<file path="config.mk">
export PLATFORM = sky130hd
export DESIGN_NAME = well_mix
export DESIGN_NICKNAME = d
export VERILOG_FILES = /design/src/rtl/core/well_pkg.sv /design/src/rtl/core/well_mix.sv
export SDC_FILE = /design/constraint.sdc
export NUM_CORES = 1
export LEC_CHECK = 0
export BUFFER_PORTS_ARGS = -buffer_cell sky130_fd_sc_hd__buf_4
export CORE_AREA = 10 10 105 107
export DETAILED_ROUTE_END_ITERATION = 16
export DIE_AREA = 0 0 115 117
export SLEW_MARGIN = 20
export SYNTH_ARGS = -nofsm -noshare
export SYNTH_HDL_FRONTEND = slang
export SYNTH_SLANG_ARGS = --single-unit
</file>
<file path="constraint.sdc">
create_clock -name vclk -period 3.7
set_input_delay 0 -clock vclk [all_inputs]
set_output_delay 0 -clock vclk [all_outputs]
set_load 0.005 [all_outputs]
</file>
<file path="src/rtl/core/well_pkg.sv">
// Shared types, constants and ring-index helper for the WELL19937a generator.
// Used by every module under rtl/core; depends on nothing else.
package well_pkg;

  // Ring geometry
  localparam int unsigned RingDepth = 624;
  localparam int unsigned RingAw    = 10;
  localparam int unsigned WordW     = 32;

  // Recurrence tap offsets, ahead of the position
  localparam int unsigned OfsA = 70;
  localparam int unsigned OfsB = 179;
  localparam int unsigned OfsC = 449;

  // Word masks and tempering constants
  localparam logic [WordW-1:0] TopBit   = 32'h8000_0000;
  localparam logic [WordW-1:0] LowBits  = 32'h7fff_ffff;
  localparam logic [WordW-1:0] TemperB  = 32'he46e_1700;
  localparam logic [WordW-1:0] TemperC  = 32'h9b86_8000;

  // Stream payload widths
  localparam int unsigned TdataInW  = 48;

  // Request kinds carried on tuser
  localparam logic KindLoad = 1'b0;
  localparam logic KindGen  = 1'b1;

  typedef logic [RingAw-1:0] ring_addr_t;
  typedef logic [WordW-1:0]  word_t;

  // One request to a ring memory port
  typedef struct packed {
    logic       en;
    logic       we;
    ring_addr_t addr;
    word_t      wdata;
  } ram_req_t;

  // Words produced by one recurrence step
  typedef struct packed {
    word_t store_word;  // written back at the old position
    word_t new_word;    // written at the new position
    word_t out_word;    // emitted word, tempered if enabled
  } mix_res_t;

  // Step forward around the ring; ofs must lie below RingDepth
  function automatic ring_addr_t ring_fwd(ring_addr_t pos, ring_addr_t ofs);
    logic [RingAw:0] sum;
    sum = {1'b0, pos} + {1'b0, ofs};
    if (sum >= (RingAw + 1)'(RingDepth)) begin
      sum = sum - (RingAw + 1)'(RingDepth);
    end
    return sum[RingAw-1:0];
  endfunction

endpackage

</file>
<file path="src/rtl/core/well_mix.sv">
// WELL19937a recurrence step and output tempering for one generated word.
// Depends on well_pkg for word types, masks and tempering constants.
module well_mix
  import well_pkg::*;
(
  input  word_t    v0_i,
  input  word_t    va_i,
  input  word_t    vb_i,
  input  word_t    vc_i,
  input  word_t    back1_i,
  input  word_t    back2_i,
  input  logic     temper_en_i,
  output mix_res_t res_o
);

  word_t z0;
  word_t z1;
  word_t z2;
  word_t nv1;
  word_t nv0;
  word_t t1;
  word_t t2;

  // Form the recurrence terms
  always_comb begin
    z0  = (back1_i & TopBit) | (back2_i & LowBits);
    z1  = v0_i ^ (v0_i << 25) ^ va_i ^ (va_i >> 27);
    z2  = (vb_i >> 9) ^ vc_i ^ (vc_i >> 1);
    nv1 = z1 ^ z2;
    nv0 = z0 ^ (z1 << 9) ^ (z2 << 21) ^ (nv1 >> 21);
  end

  // Temper the emitted copy only
  always_comb begin
    t1 = nv0 ^ ((nv0 << 7) & TemperB);
    t2 = t1 ^ ((t1 << 15) & TemperC);
  end

  assign res_o.store_word = nv1;
  assign res_o.new_word   = nv0;
  assign res_o.out_word   = temper_en_i ? t2 : nv0;

endmodule

</file>
# Word-level counts from Yosys, hierarchy flattened
# Index checks and enable logic that the tools add are counted.
[totals]
input_bits = 193
output_inout_bits = 96
word_cells = 13
ff_bits = 0
[classes]
n_mux = 1
bitwise = 12
[op_table]
columns = ["op", "n"]
rows = [
  ["$xor A32 B32 Y32", 7],
  ["$mux W32", 1],
  ["$or A32 B31 Y32", 1],
  ["$xor A23 B32 Y32", 1],
  ["$xor A32 B11 Y32", 1],
  ["$xor A32 B31 Y32", 1],
  ["$xor A32 B5 Y32", 1],
]

# Depth between registers and ports, before layout
# Gate-level depths: netlist of run 1.
[logic_depth]
ltp_word = 9
ltp_mapped = 5

# Worst setup path before layout of run 1
# No wires, ideal clock.
[synth_timing]
path_type = "input to output"
startpoint = "in v0_i[4]"
endpoint = "out res_o[23] (netlist name)"
stages = 5
required_time_ns = 3.700
arrival_ns = 1.270
setup_slack_ns = 2.430
cell_sequence = "xor3_1 -> xor3_2 -> xor2_1 -> nand2_1 -> xnor2_1"
[synth_rtl]
columns = ["element", "line_no", "text"]
rows = [
  ["start, declared", "well_mix.sv:6", "input word_t v0_i,"],
  ["end, declared", "well_mix.sv:13", "output mix_res_t res_o"],
]

==> results.py, run 1 <==
metrics = {
    "floorplanning": {
        "num_rows": 35,
        "ios": 289,
        "floorplan.initialDensity_pct": 23.7,
        "die_y_um": 117,
        "die_w_um": 115,
        "core_um2": 9020,
        "die_area_um2": 13500,
    },
    "logic_synthesis": {
        "synth_common_cells": "xnor2_1 (119), xor2_1 (50), nand2_1 (15), buf_4 (13)",
        "avgSynthCellArea_um2": 9.49,
        "synth_cell_types": 16,
        "seq_area_frac_synth_pct": 0,
        "synth_nets": 418,
        "yosys.area_share.adder_pct": 0,
        "syn_inst": 225,
        "netlist_area_um2": 2130,
        "synth_xor_area_share_pct": 89.6,
        "synth_top_area_cell": "xnor2_1",
        "ys_warn_count": 0,
        "synth_compound_area_share_pct": 0,
        "synthTopCellsByArea": "xnor2_1 (49%), xor2_1 (21%), xor3_1 (7.8%)",
        "synth_top_family_by_area": "XOR/XNOR gates",
        "synth_mux_area_share_pct": 1.41,
        "synth.top_cell.area_share_pct": 48.8,
        "synthSimpleGateAreaFrac_pct": 3.87,
        "yosysMostFrequentCell": "xnor2_1",
    },
    "timing": {
        "worst_pin_slew_ns": 0.613,
        "finalSetupTns_ns": 0,
        "final-max-slew-violation-count": 0,
        "period_needed_ns": 1.63,
        "hold_viol": 0,
        "fmax_mhz": 613,
        "rsz0062_at_grt": "no",
        "fin_crit_sh_pct": 44.1,
        "setup_viol": 0,
        "slew_headroom_pct": 58.8,
    },
    "finish": {
        "multiInputGateArea_um2": 2030,
        "final_cells": 569,
        "nClkBuffers": 0,
        "seq_cell_count": 0,
        "fillers": 890,
        "drive_above_1_share_pct": 55.5,
        "seqCellArea_um2": 0,
        "antenna_cells": 0,
        "nets": 653,
        "area_growth_pct": 88.8,
    },
    "critical_path": {
        "cp-end-kind": "primary output",
        "start_kind": "primary input",
        "worstPathArrival_ns": 1.63,
        "crit_required_ns": 3.70,
        "critPathMaxFanout": 4,
        "crit_type": "in2out",
    },
    "drt": {
        "wire_per_inst_um": 18.0,
        "routed-via-count": 2293,
        "wl_mm": 10.2,
        "antenna_left": 0,
        "drc": 0,
        "dr.pass1.iters": 4,
        "drt_iter0_drc": 43,
        "vias_per_cell": 4.03,
    },
    "placement": {
        "dp.cells": 569,
        "portBuffers": 248,
        "place_hpwl_mm": 9.79,
        "place.gp.congestion": 0.800,
    },
    "pwr": {
        "p_leak_nw": 2.00,
        "power_density_nw_per_um2": 334,
        "peakVddDrop_mv": 0.105,
    },
    "grt": {
        "grt.total_usage_pct": 13.1,
        "grt_overflow_total": 0,
        "grt_antenna_before_repair": 0,
        "grt_pass1_vias": 2613,
        "grt_pass1_wl_mm": 14.0,
        "grt_max_degree": 19,
    },
    "hold_path": {
        "hold_path_depth": 3,
        "min-delay-path-class": "in2out",
        "worstHoldStart": "vc_i[15]",
        "hold_end": "res_o[78]",
    },
    "cts": {
        "cts_resized": 0,
        "postCtsSetupBuffers": 0,
        "hold_buffers": 0,
    },
    "run_status": {
        "status": "complete, no violations",
    },
    "flow_run": {
        "maxCapViolations": 0,
    },
}
==> kinds of logic after synthesis <==
kind of cell           count (synthesis)
XOR/XNOR                             188
buffers and inverters                 16
multiplexers                           3
AND/OR/NAND/NOR                       18
==> layer usage <==
layer / share of wire [%] / vias up / track usage (%)
li1: - / 1151 / -
met4: 0.60 / 0 / 0.660
met5: 0 / - / 0
met3: 11 / 4 / 4.94
met2: 54 / 130 / 26.1
met1: 35 / 1008 / 13.1
==> cell type report <==
cell class                 count  share of cell area, %
multi-input combinational    209                   50.3
inverter                       1                 0.0931
tap                          111                   3.45
timing repair buffer         248                   46.2
==> placed cells by master, fill, tap and decap left out, types with 2 or more instances in the layout <==
master   Yosys  final
xor2_1      50     50
mux2i_1      3      3
nand2_1     15     15
xnor2_2      2      2
xnor2_1    119    119
xnor3_1      7      7
xor3_1       7      7
buf_4       13    248
==> worst max-delay path, cell delays in order <==
cell,delay [ns]
buf_4,0.12
xor2_1,0.18
xnor2_1,0.27
xor3_1,0.48
mux2i_1,0.28
xnor2_1,0.16
buf_4,0.14
==> stage by stage <==
stage	instance area, um2	setup slack, ns	utilization [%]	hold WS, ns	power [mW]
2_1_floorplan	2130	2.43	-	0.0600	0.643
3_3_place_gp	4030	2.01	44.7	0.279	1.38
3_5_place_dp	4030	2.00	44.7	0.286	1.39
4_1_cts	4030	1.99	44.7	0.286	1.39
5_1_grt	4030	1.89	44.7	0.297	1.47
6_report	4030	2.07	44.7	0.283	1.35
==> power breakdown <==
part / switching, mW / leakage [nW] / internal [mW]
Sequential: 0 / 0 / 0
Clock: 0 / 0 / 0
Combinational: 0.557 / 2.00 / 0.790
==> worst max path at each step <==
stage / startpoint / to / slack (ns) / cells after the start
finish: v0_i[1] / res_o[25] / 2.07 / 7
global route: v0_i[1] / res_o[25] / 1.89 / 7
CTS: v0_i[1] / res_o[25] / 1.99 / 7
detailed placement: v0_i[1] / res_o[25] / 2.00 / 7
global placement: v0_i[1] / res_o[25] / 2.01 / 7
floorplan: v0_i[4] / res_o[23] / 2.43 / 5
Power figures use the tool's default switching activity.
==> run 2: changes to the inputs <==
- CORE_AREA: 10 10 105 107 -> 10 10 104 106
- DIE_AREA: 0 0 115 117 -> 0 0 114 116
- PLACE_DENSITY: not set -> 0.68
- clock period: 3.7 -> 1.44 ns (I/O delays scaled with it)
==> results.py, run 2 (synthesis gave the netlist of run 1 again) <==
metrics = {
    "pwr": {
        "design_power_total_mw": 3.89,
        "p_leak_nw": 2.29,
        "peakVddDrop_mv": 0.361,
        "power_density_nw_per_um2": 849,
    },
    "grt": {
        "grt.total_usage_pct": 14.3,
        "grt_pass1_wl_mm": 15.1,
        "grt_overflow_total": 0,
        "grt_pass1_vias": 2818,
        "grt_antenna_before_repair": 0,
        "grt_max_degree": 19,
    },
    "drt": {
        "vias_per_cell": 4.08,
        "wire_per_inst_um": 17.7,
        "drt_iter0_drc": 27,
        "dr.pass1.iters": 4,
        "antenna_left": 0,
        "routed-via-count": 2463,
        "drc": 0,
        "wl_mm": 10.7,
    },
    "timing": {
        "fmax_mhz": 677,
        "worst_pin_slew_ns": 0.402,
        "period_needed_ns": 1.48,
        "final-max-slew-violation-count": 0,
        "fin_crit_sh_pct": 103,
        "fin_hold_ws_ns": 0.282,
        "layout_setup_ws_ns": -0.0376,
        "hold_viol": 0,
        "slew_headroom_pct": 73.1,
        "setup_viol": 1,
        "rsz0062_at_grt": "yes",
    },
    "run_status": {
        "status": "complete, but fails checks",
        "violations": "setup timing",
    },
    "finish": {
        "seqCellArea_um2": 0,
        "nets": 691,
        "design_area_um2": 4580,
        "antenna_cells": 0,
        "drive_above_1_share_pct": 64.5,
        "layout.cells.most_common": "buf_4",
        "final_cells": 604,
        "fillers": 794,
        "utilization_pct": 52.8,
        "seq_cell_count": 0,
        "area_growth_pct": 115,
        "final_cell_mix": "buf_4 (277), xnor2_1 (106), xor2_1 (44), nand2_1 (15), xnor2_2 (12)",
        "nClkBuffers": 0,
    },
    "critical_path": {
        "critPathMaxFanout": 3,
        "cp_top_family": "XOR/XNOR gates",
        "start_kind": "primary input",
        "crit_required_ns": 1.44,
        "crit_type": "in2out",
        "cp_slowest_stage_delay_ns": 0.43,
        "worstPathArrival_ns": 1.48,
        "critPathSlowestCell": "xor3_2",
        "path_buf_inv": 3,
        "cp_cell_sequence": "buf_8, xor2_4, xnor2_2, xor3_2, mux2i_1, buf_4, xnor2_2, buf_4",
        "cp-end-kind": "primary output",
    },
    "placement": {
        "placed_area_um2": 4290,
        "place.gp.congestion": 0.791,
        "place_hpwl_mm": 10.1,
        "dp.cells": 601,
        "portBuffers": 248,
    },
    "flow_run": {
        "maxCapViolations": 0,
    },
    "hold_path": {
        "min-delay-path-class": "in2out",
    },
    "cts": {
        "hold_buffers": 0,
    },
    "floorplanning": {
        "die_y_um": 116,
        "die_w_um": 114,
        "ios": 289,
        "floorplan.initialDensity_pct": 24.6,
        "num_rows": 34,
        "die_area_um2": 13200,
        "core_um2": 8680,
    },
}
run 2: stage by stage:
step	TNS, ns	worst slack, ns
after floorplan	0	0.170
after global placement	-0.588	-0.153
after detailed placement	-0.777	-0.165
after CTS	-0.175	-0.0640
after global routing	-0.301	-0.140
final	-0.0376	-0.0376
run 2: metal layers:
metal  wire, um  global-route usage (%)
met1       3570                    13.9
met2       5940                    28.7
met3       1140                    5.63
met4         62                   0.835
met5          0                       0
run 2: layout make-up:
| type | instances | area, um2 | area share, % |
|---|---|---|---|
| Tap cell | 108 | 135 | 2.95 |
| Inverter | 1 | 3.75 | 0.0819 |
| Timing Repair Buffer | 286 | 2200 | 47.9 |
| Multi-Input combinational cell | 209 | 2250 | 49.0 |
run 2: where the power goes:
part / internal, mW / total [mW] / leakage, nW / switching, mW
combinational: 2.36 / 3.89 / 2.29 / 1.53
clock: 0 / 0 / 0 / 0
sequential: 0 / 0 / 0 / 0
total: 2.36 / 3.89 / 2.29 / 1.53
run 2: path summary, 6_finish.rpt:
check,startpoint,endpoint,slack (ns),depth (start not counted)
worst max-delay path,va_i[1],res_o[25],-0.04,8
worst min-delay path,back2_i[7],res_o[7],0.28,3
run 2: timing repair:
action,4_1_cts,5_1_grt
pin swaps,15,16
buffers inserted,1,3
resized for setup,23,24
setup endpoints to repair,10,10
